## config.mk

```make
export PLATFORM = sky130hd
export DESIGN_NAME = tlcc_ram
export DESIGN_NICKNAME = d
export VERILOG_FILES = /design/src/rtl/tlcc_ram.sv
export SDC_FILE = /design/constraint.sdc
export NUM_CORES = 1
export LEC_CHECK = 0
export ABC_AREA = 1
export BUFFER_PORTS_ARGS = -buffer_cell sky130_fd_sc_hd__buf_4
export CORE_MARGIN = 4
export CORE_UTILIZATION = 40
export DETAILED_ROUTE_END_ITERATION = 10
export GPL_TIMING_DRIVEN = 1
export REMOVE_ABC_BUFFERS = 1
export SYNTH_ARGS = -nofsm -noshare
export SYNTH_HDL_FRONTEND = slang
export SYNTH_SLANG_ARGS = --single-unit
```

## constraint.sdc

```tcl
create_clock -name clk -period 1 [get_ports clk]
set_input_delay 0.1 -clock clk [delete_from_list [all_inputs] [get_ports clk]]
set_output_delay 0.1 -clock clk [all_outputs]
set_load 0.1 [all_outputs]
```

## src/rtl/tlcc_ram.sv

```systemverilog
module tlcc_ram #(
  parameter int WIDTH = 8,
  parameter int DEPTH = 16
) (
  input  logic                                  clk,
  input  logic                                  we,
  input  logic [((DEPTH > 1) ? $clog2(DEPTH) : 1)-1:0] waddr,
  input  logic [WIDTH-1:0]                      wdata,
  input  logic                                  re,
  input  logic [((DEPTH > 1) ? $clog2(DEPTH) : 1)-1:0] raddr,
  output logic [WIDTH-1:0]                      rdata
);

  logic [WIDTH-1:0] mem_r [DEPTH];
  logic [WIDTH-1:0] rdata_r;

  always_ff @(posedge clk) begin
    if (we) begin
      mem_r[waddr] <= wdata;
    end
    if (re) begin
      rdata_r <= mem_r[raddr];
    end
  end

  assign rdata = rdata_r;

endmodule

```

# Word level (Yosys, flattened, before mapping)

Memories as Yosys holds them, arrays and structs flattened. A register that Yosys moved wholly into a read port is not among the register bits.
Cells that the tools add are included.

Register bits after elaboration: 0
Bits in writable memories: 128
Bits of input ports: 19
Word-level logic and storage cells: 3
Memories kept: 1

Muxes and demuxes: 2

Memories:

| name  | depth | width | read ports | clocked after memory_dff | wr ports | RTL line | source |
|---|---|---|---|---|---|---|---|
| mem_r | 16    | 8     | 1          | 1                        | 1        | 14       | `logic [WIDTH-1:0] mem_r [DEPTH];` |

Operators by type and width:

| operator | number |
|---|---|
| $mux W1  | 2 |

# Logic depth before layout (Yosys ltp)

Depth in word-level cells: 2
Gate-level depth with buffers: 8
Gate-level depth less buffers: 7

# Worst setup path before layout

Ideal clock, no wire load.

Kind: in2reg
From: in waddr[3] (netlist name)
To: mem mem_r[4][0], enable pin
Setup time: 0.370 ns
Data arrival time: 0.681 ns
Data required time: 0.630 ns
Path slack: -0.051 ns
Cell stages on the path: 2
Path buffers: 0
Cell sequence: nand3b_1 > nor2_1

RTL lines:

| what               | RTL line | source |
|---|---|---|
| start: declaration | 7        | `input logic [((DEPTH > 1) ? $clog2(DEPTH) : 1)-1:0] waddr,` |
| end: declaration   | 14       |  |

No word-level cell before the write port.

# Final worst setup path

From: reg rdata_r[0], in the netlist rdata[0], read port of mem_r
To: out rdata[0]

RTL lines:

| what               | RTL line | source |
|---|---|---|
| start: declaration | 15       | `logic [WIDTH-1:0] rdata_r;` |
| end: declaration   | 11       | `output logic [WIDTH-1:0] rdata` |

No word-level cell between the ends.

==> results.cfg <==
[place]
hpwl_um = 8709
routabilityCongestion = 0.8399
dpl_cell_area_um2 = 6416
port_buffers = 26

[logic_synthesis]
synth_warnings = 0
syn-cell-area_um2 = 5847
async_flop_share_pct = 0
yosysSeqAreaShare_pct = 69.85
netlist_instances = 551
synth_area_leader_cell = edfxtp_1
synth.area.mux_share_pct = 0
synth_area_leaders = edfxtp_1 (70%), nand2_1 (11%), nand3_1 (8.3%)
synth-adder-area-share_pct = 0
synth_top_area_share_pct = 69.85
syn_avg_cell_area_um2 = 10.61
synth-seq-cells = 136
synth_compound_area_share_pct = 0
yosys.area_share.simple_pct = 20.76
synth_top_family_by_area = simple AND/OR/NAND/NOR gates
post-synth-top-count-cell = nand2_1
synth_xor_area_share_pct = 0
synth_top_flop_cell = edfxtp_1
synth_edf_count = 136
synth.distinct_cells = 11
synth_common_cells = nand2_1 (173), edfxtp_1 (136), inv_1 (100), nand3_1 (97), nor2_1 (17)

[timing]
finClkSkew_ns = 0.01243
finalHoldViolCount = 0
worst_slack_ns = -0.1812
slew-limit-headroom_pct = 70.61
setup_violations = 16
rsz0062_at_grt = true
fin_crit_ns = 1.181
drv_slew = 0
period_share_pct = 118.1
worst_slew_pin_slew_ns = 0.4404
max_freq_ghz = 0.8466

[critical_path]
r2r_slack_ns = -0.07
crit_family = flip-flops
path_class = flop to primary output
critical-path-max-stage-delay_ns = 0.45
worstSetupStartpoint = rdata[0]
endpoint_kind = primary output
startpoint_type = flop
reg2reg_from = mem_r[13][7]
cp_data_arrival_time_ns = 1.08
path_depth = 1
ff2ff_path_depth = 6
setup.worst_path.end = rdata[0]
path_buf_inv = 1
r2r_end = rdata[7]
crit_fanout = 1
path_cells = buf_6
crit_required_ns = 0.90
cp_slowest_cell = edfxtp_1

[cts]
insertion_delay_ns = 0.42
cts.sinks = 136
cts_buffers = 17
cts_max_level = 4
tritoncts = yes
path_clk_slew_ns = 0.06
cts_max_path_buffers = 2
root_buffer = clkbuf_16

[detailed_routing]
drc = 0
via_count = 3920
vias_per_cell = 4.912
drt-pass1-iter-count = 5
drt_iter0_drc = 480
antenna_left = 0
wl_per_cell_um = 17.03
wirelength_um = 13590

[die]
rows = 43
io_pins = 27
die_w_um = 128.9
core_um2 = 14100
dieHeight_um = 128.9
initial_utilization_pct = 41.48
dieArea_um2 = 16620

[power]
leakage_nw = 3.132
p_sw_mw = 3.251
p_seq_share_pct = 47.1
combPwrFrac_pct = 8.5
intPower_mw = 10.48
peakVddDrop_mv = 1.271
p_clk_share_pct = 44.4
swShare_pct = 23.68
powerDensity_nw_per_um2 = 1878

[global_routing]
grt.overflow.total = 0
grt_pass1_wl_um = 21680
grt_start_max_net_pins = 45
antenna_found_initial = 0
track_usage_pct = 17.65
grt_pass1_vias = 3889

[cells_and_area]
fin_area_um2 = 7311
fillCellCount = 1246
diodes = 0
final_net_count = 624
seq_area_um2 = 4084
multiInputGateArea_um2 = 1486
final_layout_size_suffix_gt1_share_pct = 23.62
finalCoreUtilization_pct = 51.86
area_delta_synth_final_pct = 25.04

[flow_run]
cap_violations = 0

[outcome]
violations = setup timing
status = finished with violations

[worst_hold_path]
hp-class = primary input to flop
## routing by layer
metal	global-route usage [%]	part of all wire (%)	wire (µm)
met5	0	0	0
met4	5.806	1.8	247
met3	4.317	5.9	799
met2	27.16	47	6403
met1	24.77	45	6142
## power by group through the flow
stage	Clock [mW]	Sequential, mW	Combinational [mW]
finish	6.10	6.47	1.16
global route	6.47	6.47	1.27
CTS	6.18	6.47	1.12
detailed placement	0	6.58	1.05
global placement	0	6.58	1.04
floorplan	0	6.77	0.345
## layout make-up
| class | instances | share of cell area (%) |
|---|---|---|
| inverter | 102 | 5.237 |
| sequential | 136 | 55.86 |
| multi-input combinational | 289 | 20.33 |
| tap | 180 | 3.081 |
| clock inverter | 13 | 2.037 |
| clock buffer | 19 | 5.922 |
| timing repair buffer | 59 | 7.530 |
## state kept, by name, indices dropped and copies added, names as in the netlist
register  cells
mem_r       128
rdata         8
## kinds of logic after synthesis
| group | count (synthesis) |
|---|---|
| simple gates | 289 |
| buf+inv | 126 |
| flops | 136 |
## per-stage QoR
stage	power (mW)	cells	hold slack [ns]	worst slack, ns	TNS (ns)
after global routing	14.21	798	0.01219	-0.2058	-2.175
after detailed placement	7.632	765	0.4378	-0.2509	-9.118
final	13.73	798	0.003373	-0.1812	-1.436
after floorplan	7.114	527	0.1989	-0.2206	-5.626
after global placement	7.623	765	0.4302	-0.2697	-7.101
after CTS	13.77	798	0.002513	-0.1970	-1.590
## how the worst min path moves through the flow
stage                        start           end  slack [ns]  depth (start not counted)
after floorplan           wdata[0]   mem_r[0][0]        0.20                          0
after global placement    wdata[3]   mem_r[3][3]        0.43                          1
final                     wdata[7]   mem_r[8][7]       0.003                          1
after global routing      wdata[4]  mem_r[14][4]        0.01                          1
after CTS                 wdata[7]  mem_r[15][7]       0.003                          1
after detailed placement        re      rdata[5]        0.44                          1
## cell usage in the layout, fill, tap and decap left out
cell type      Yosys  layout
bufinv_16          0       2
nand3_1           97      44
buf_4              4      44
nand3_2            0      53
inv_1            100     100
nor2_1            17      17
clkinvlp_4         0       6
nand3b_1           2       2
nand2_2            0       3
dlygate4sd3_1      0       1
buf_12             0       6
inv_6              0       2
clkbuf_1           0       2
edfxtp_1         136     136
clkinv_4           0       3
buf_6              6       8
inv_2              2       2
clkbuf_16          0      17
nand2_1          173     170
## timing repair
item	CTS	global route
setup buffers	0	0
hold buffers	1	0
setup endpoints to repair	16	16
endpoints found under the hold margin	8	0
resized for setup	31	33
pin swaps	33	27
Note: power is estimated with default switching activity, not from simulation.
