`src/rtl/tlcc_pkg.sv`:
```
package tlcc_pkg;

  localparam logic [1:0] OP_LOAD  = 2'd0;
  localparam logic [1:0] OP_STORE = 2'd1;
  localparam logic [1:0] OP_FETCH = 2'd2;
  localparam logic [1:0] OP_NONE  = 2'd3;

  localparam logic [1:0] POL_LRU  = 2'd0;
  localparam logic [1:0] POL_LFU  = 2'd1;
  localparam logic [1:0] POL_FIFO = 2'd2;
  localparam logic [1:0] POL_RSVD = 2'd3;

  localparam logic [2:0] REG_REPL  = 3'd0;
  localparam logic [2:0] REG_WRITE = 3'd1;
  localparam logic [2:0] REG_IBB   = 3'd2;
  localparam logic [2:0] REG_DBB   = 3'd3;
  localparam logic [2:0] REG_L2BB  = 3'd4;

  localparam int FILL_W = 4;
  localparam int FPTR_W = 3;
  localparam int SST_W  = FILL_W + FPTR_W;
  localparam int TIME_W = 32;
  localparam int CNT_W  = 32;

endpackage

```
`src/rtl/tlcc_scan.sv`:
```
module tlcc_scan #(
  parameter int AW  = 48,
  parameter int WIW = 3
) (
  input  logic                   clk,
  input  logic                   rst_n,
  input  logic                   clr,
  input  logic                   en,
  input  logic [WIW-1:0]         way,
  input  logic [2*AW+tlcc_pkg::TIME_W+tlcc_pkg::CNT_W:0] ent,
  input  logic [AW-1:0]          tag,
  input  logic [tlcc_pkg::FILL_W-1:0] fill,
  input  logic [WIW-1:0]         fifo_way,
  input  logic [1:0]             policy,
  output logic                   hit,
  output logic [WIW-1:0]         hit_way,
  output logic [2*AW+tlcc_pkg::TIME_W+tlcc_pkg::CNT_W:0] hit_ent,
  output logic [WIW-1:0]         vic_way,
  output logic [2*AW+tlcc_pkg::TIME_W+tlcc_pkg::CNT_W:0] vic_ent
);

  localparam int EW       = 2*AW + tlcc_pkg::TIME_W + tlcc_pkg::CNT_W + 1;
  localparam int TIME_LO  = tlcc_pkg::CNT_W;
  localparam int TAG_LO   = tlcc_pkg::CNT_W + tlcc_pkg::TIME_W + 1;

  logic           hit_r;
  logic [WIW-1:0] hit_way_r;
  logic [EW-1:0]  hit_ent_r;
  logic [WIW-1:0] vic_way_r;
  logic [EW-1:0]  vic_ent_r;
  logic           match;
  logic           take;
  logic [tlcc_pkg::CNT_W-1:0]  e_cnt, v_cnt;
  logic [tlcc_pkg::TIME_W-1:0] e_time, v_time;
  logic [AW-1:0]  e_tag, v_tag;

  always_comb begin
    e_cnt  = ent[tlcc_pkg::CNT_W-1:0];
    v_cnt  = vic_ent_r[tlcc_pkg::CNT_W-1:0];
    e_time = ent[TIME_LO +: tlcc_pkg::TIME_W];
    v_time = vic_ent_r[TIME_LO +: tlcc_pkg::TIME_W];
    e_tag  = ent[TAG_LO +: AW];
    v_tag  = vic_ent_r[TAG_LO +: AW];
    match  = !hit_r && (tlcc_pkg::FILL_W'(way) < fill) && (e_tag == tag);
    if (policy == tlcc_pkg::POL_FIFO) begin
      take = (way == fifo_way);
    end else if (way == '0) begin
      take = 1'b1;
    end else if (policy == tlcc_pkg::POL_LFU) begin
      take = (e_cnt < v_cnt) || ((e_cnt == v_cnt) && (e_tag < v_tag));
    end else begin
      take = (e_time < v_time);
    end
  end

  always_ff @(posedge clk) begin
    if (!rst_n || clr) begin
      hit_r <= 1'b0;
    end else if (en && match) begin
      hit_r <= 1'b1;
    end
    if (en && match) begin
      hit_way_r <= way;
      hit_ent_r <= ent;
    end
    if (en && take) begin
      vic_way_r <= way;
      vic_ent_r <= ent;
    end
  end

  assign hit     = hit_r;
  assign hit_way = hit_way_r;
  assign hit_ent = hit_ent_r;
  assign vic_way = vic_way_r;
  assign vic_ent = vic_ent_r;

endmodule

```
`config.mk`:
```
export PLATFORM = sky130hd
export DESIGN_NAME = tlcc_scan
export DESIGN_NICKNAME = d
export VERILOG_FILES = /design/src/rtl/tlcc_pkg.sv /design/src/rtl/tlcc_scan.sv
export SDC_FILE = /design/constraint.sdc
export NUM_CORES = 1
export LEC_CHECK = 0
export BUFFER_PORTS_ARGS = -buffer_cell sky130_fd_sc_hd__buf_2
export CAP_MARGIN = 40
export CORE_AREA = 5 5 213 215
export CTS_BUF_LIST = sky130_fd_sc_hd__clkbuf_2
export DETAILED_ROUTE_END_ITERATION = 8
export DIE_AREA = 0 0 218 220
export SYNTH_ARGS = -nofsm -noshare
export SYNTH_HDL_FRONTEND = slang
export SYNTH_SLANG_ARGS = --single-unit
```
`constraint.sdc`:
```
create_clock -name clk -period 15.82 [get_ports clk]
set_input_delay 0.791 -clock clk [delete_from_list [all_inputs] [get_ports clk]]
set_output_delay 0.791 -clock clk [all_outputs]
set_load 0.05 [all_outputs]
```
# Word-level counts from Yosys, hierarchy flattened
# Cells that the tools add are included.
classes:
  n_eq_ne: 5
  n_mux: 3
  n_shift: 0
  div_mod_pow: 0
  add_sub_neg: 0
  n_bitwise: 0
  multipliers: 0
  order_cmp: 4
  reduce_logical: 10
ops:
  columns: ["op", "count"]
  rows:
  - ["$lt A32 B32 Y1", 2]
  - ["$eq A48 B48 Y1", 1]
  - ["$lt A48 B48 Y1", 1]
  - ["$eq A32 B32 Y1", 1]
  - ["$logic_and A1 B1 Y1", 5]
  - ["$lt A3 B4 Y1", 1]
  - ["$eq A3 B3 Y1", 1]
  - ["$logic_not A3 Y1", 1]
  - ["$mux W1", 3]
  - ["$eq A2 B1 Y1 const B", 1]
  - ["$eq A2 B2 Y1 const B", 1]
  - ["$logic_not A1 Y1", 2]
  - ["$logic_or A1 B1 Y1", 2]
totals:
  regBits: 329
  out_inout_bits: 329
  mem_count: 0
  latch_bits: 0
  ramBits: 0
  rom_bits: 0
  word_cells: 27

# Depth between registers and ports, before layout
depth:
  depth_word: 7
  ltp_mapped: 9
  ltp_nobuf: 9

# Worst setup path before layout
# Ideal clock, no wire load.
synth_timing:
  path_type: "input to register"
  from: "input tag[44]"
  to: "register hit_ent_r[0] (netlist: hit_ent[0]) (enable)"
  setup_slack_ps: 4444
  n_path_buf: 0
  t_arrival_ps: 10598
  path_stages: 6
  path_cell_list: "xor2_1 -> nor4_1 -> nand4_1 -> nor4_1 -> o2111ai_1 -> nor4_2"
synth_via:
  elab_chain_cells: 3
synth_rtl:
  columns: ["element", "line", "source"]
  rows:
  - ["start: declaration", "tlcc_scan.sv:11", "input logic [AW-1:0] tag,"]
  - ["$eq A48 B48 Y1", "tlcc_scan.sv:44", "match = !hit_r && (tlcc_pkg::FILL_W'(way) < fill) && (e_tag == tag);"]
  - ["$logic_and A1 B1 Y1", "tlcc_scan.sv:44", null]
  - ["$logic_and A1 B1 Y1", "tlcc_scan.sv:62", "if (en && match) begin"]
  - ["end signal: assignment", "tlcc_scan.sv:64", "hit_ent_r <= ent;"]
  - ["end: declaration", "tlcc_scan.sv:28", "logic [EW-1:0] hit_ent_r;"]
# Every way passes these cells.
# A chain may end at the register's enable or synchronous reset.

# Worst setup path in the final report
layout_timing:
  from: "input ent[80] in the netlist's numbering"
  to: "register vic_ent_r[139] (netlist: vic_ent[139]) (enable)"
layout_via:
  elab_chain_cells: 7
layout_rtl:
  columns: ["element", "line", "source"]
  rows:
  - ["start: declaration", "tlcc_scan.sv:10", "input logic [2*AW+tlcc_pkg::TIME_W+tlcc_pkg::CNT_W:0] ent,"]
  - ["$lt A48 B48 Y1", "tlcc_scan.sv:50", "take = (e_cnt < v_cnt) || ((e_cnt == v_cnt) && (e_tag < v_tag));"]
  - ["$logic_and A1 B1 Y1", "tlcc_scan.sv:50", null]
  - ["$logic_or A1 B1 Y1", "tlcc_scan.sv:50", null]
  - ["$mux W1", "tlcc_scan.sv:49", "end else if (policy == tlcc_pkg::POL_LFU) begin"]
  - ["$mux W1", "tlcc_scan.sv:47", "end else if (way == '0) begin"]
  - ["$mux W1", "tlcc_scan.sv:45", "if (policy == tlcc_pkg::POL_FIFO) begin"]
  - ["$logic_and A1 B1 Y1", "tlcc_scan.sv:66", "if (en && take) begin"]
  - ["end signal: assignment", "tlcc_scan.sv:68", "vic_ent_r <= ent;"]
  - ["end: declaration", "tlcc_scan.sv:30", "logic [EW-1:0] vic_ent_r;"]
# Every way passes these cells.

==> summary.txt <==
Outcome
  • Outcome: complete, no violations

Yosys
  • Sequential element share of the synthesized area: 74.1%
  • Async SR Flop Fraction: 0%
  • Most frequent cells after synthesis: edfxtp_1, inv_1, ha_1
  • Mapped Cells: 813
  • Post-synth EDFFs: 328
  • Post-synth top flop: edfxtp_1
  • Library cells used by synthesis: 41
  • Area contributors post-synth: edfxtp_1, ha_1, inv_1
  • Number of storage elements in the synthesis netlist: 329
  • Mapped Area: 13300 µm²
  • Ys Warns: 0
  • Syn nets: 1150
  • Cell accounting for the most synthesized area: edfxtp_1
  • Count leader, synth: edfxtp_1
  • Post-synth top area share: 73.9%
  • Syn Area/Cell: 16.4 µm²

Die
  • Die Area: 48000 µm²
  • # rows: 77
  • Core Area: 43500 µm²
  • # IOs: 554
  • Die Wd: 218 µm
  • Initial Util: 30.6%
  • Die Height: 220 µm

Layout
  • Multi-input gate area: 3010 µm²
  • Nets@finish: 1968
  • Final Non-Filler Cells: 2294
  • Synth-to-Final Area Change: 46.2%
  • FILL cells: 4013
  • Share of layout cells above drive strength 1: 41.4%
  • Final core utilization: 44.7%
  • Storage element area: 9870 µm²

Clock tree
  • # clock sinks: 329
  • CTS max path bufs: 3
  • Clk pin slew, worst setup/hold paths: 0.09 ns
  • H-tree depth: 3
  • Number of buffers created by CTS: 90
  • Post-CTS resize count: 0
  • CTS tree: done
  • CTS root buf: clkbuf_2
  • Skew-Pair Late Insertion Delay: 1.00 ns

Critical path
  • Setup crit end kind: flip-flop
  • Reg2reg start: vic_ent[80]
  • Data required, critical path: 16.40 ns
  • Cell family with the largest share of critical-path delay: compound AO/OA/AOI/OAI gates
  • Worst-path maximum fanout: 55
  • CP startpoint: ent[80]
  • CP arrival: 5.37 ns
  • Largest stage delay, worst path: 0.79 ns
  • Max stage delay cell, worst path: o41ai_1
  • Cell Chain, Critical Path: dlygate4sd3_1, buf_2, ha_1, a21oi_1, o21ai_0, a221oi_1, a21oi_1, o41ai_1, a21oi_1, a21oi_4, buf_4, buf_4
  • Worst Setup Start Kind: primary input
  • WP buf/inv: 4
  • Worst path most repeated cell: a21oi_1
  • Worst setup path category: primary input to flip-flop

Global routing
  • Initial antenna violation count: 7
  • GRT overflow: 0
  • Largest net degree at the start of global routing: 69
  • Gr usage total: 18.2%
  • Vias in the first global route: 10851
  • First-pass GRT wire length: 65600 µm

Routing
  • Wire per inst: 19.8 µm
  • Remaining antenna violation count: 0
  • Via-to-Cell Ratio: 4.41
  • WL final: 45400 µm
  • Pre-antenna DRT Iters: 5
  • Initial DRC count: 481
  • Vias: 10120
  • DRC Markers: 0

Timing
  • Final worst slack: 11.04 ns
  • Max Clock Freq: 209 MHz
  • Final Setup Violations: 0
  • Unrepaired setup endpoints after global routing: no
  • Slew headroom: 39.5%
  • Final Cycle Share: 30.2%
  • Final hold violations: 0
  • Post-route setup TNS: 0 ns
  • Clock Skew: 0.0556 ns
  • Crit path time final: 4.78 ns
  • Max Slew Vio Count: 0
  • Worst Tran Pin Value: 0.908 ns

Place
  • Dpl cells: 1965
  • RePlAce Congestion: 0.893
  • DP Worst Slack: 10.42 ns
  • DP HPWL: 33600 µm
  • Port Buffers: 553

Job
  • Max Cap Violations: 0

Power
  • Pwr Density: 108 nW/µm²
  • VDD IR max: 0.0446 mV
  • Pleak: 0.00868 µW

Worst hold path
  • Worst Hold Class: primary input to flip-flop
  • Critical hold path startpoint: en
## layer usage
layer	part of all wire, %	global-route usage [%]	vias up
met1	38	19.9	4799
li1	-	-	4756
met4	2.7	7.39	8
met3	8.9	6.80	69
met2	50	32.2	488
met5	0.11	0	-
## kinds of logic after synthesis
family          share of synthesized area (%)
fa+ha+maj                                10.5
simple gates                             4.16
flops                                    74.1
xor+xnor                                 2.89
compound gates                           4.86
buf+inv                                  3.49
## layout by cell type, fill, tap and decap left out, types with 7 or more instances in the layout
master,Yosys,final
buf_2,0,553
edfxtp_1,328,328
dlygate4sd3_1,0,166
inv_1,124,124
clkbuf_2,0,123
ha_1,112,112
a21oi_1,39,38
xnor2_1,25,25
nand4_1,25,25
xor2_1,19,19
clkinv_1,0,19
nand2_1,18,18
a21o_1,16,16
o21ai_0,16,16
nor2_1,15,15
nand3_1,11,11
nor4_1,10,10
clkinv_2,0,8
nor3_1,7,7
## state kept, by name, indices dropped and copies added (netlist names)
| register | count |
|---|---|
| hit_way | 3 |
| hit | 1 |
| hit_ent | 161 |
| vic_ent | 161 |
| vic_way | 3 |
## worst paths after layout
check	end	slack [ns]	cells past startpoint
worst max-delay path	vic_ent[139]	11.04	12
worst min-delay path	vic_ent[66]	0.38	3
worst min register to register	hit	1.08	2
worst max register to register	vic_ent[139]	11.08	11
## worst reg2reg max path, cell delays in order (launching register included)
cell,delay (ns)
edfxtp_1,0.46
inv_1,0.08
ha_1,0.25
a21oi_1,0.14
o21ai_0,0.13
a221oi_1,0.41
a21oi_1,0.19
o41ai_1,0.79
a21oi_1,0.32
a21oi_4,0.28
buf_4,0.53
buf_4,0.70
## stage by stage
stage	power, µW	hold slack (ns)	area, µm²
final	2110	0.379	19500
after global placement	1450	0.514	16900
after detailed placement	1450	0.520	16900
after CTS	2150	0.143	19500
after floorplan	1320	0.793	13300
after global routing	2230	0.234	19500
## where the power goes
| part | leakage (µW) | internal, µW | switching, µW | total, µW |
|---|---|---|---|---|
| clock | 0.000650 | 280 | 370 | 650 |
| sequential | 0.00305 | 1020 | 19.2 | 1040 |
| combinational | 0.00499 | 128 | 299 | 427 |
| total | 0.00868 | 1430 | 688 | 2110 |
## layout make-up
class,instances,area share (%)
well taps,592,3.80
diodes,3,0.0385
inverters,124,2.39
repair buffers,726,23.1
clock buffers,123,3.16
flip-flops and latches,329,50.7
multi-input cells,360,15.4
clock inverters,37,1.37
## repair_timing
| action | in CTS | in global routing |
|---|---|---|
| setup buffers | 0 | 0 |
| hold buffers | 166 | 0 |
| hold endpoints to repair | 329 | 0 |
No activity file was read; power rests on OpenSTA's default activity.
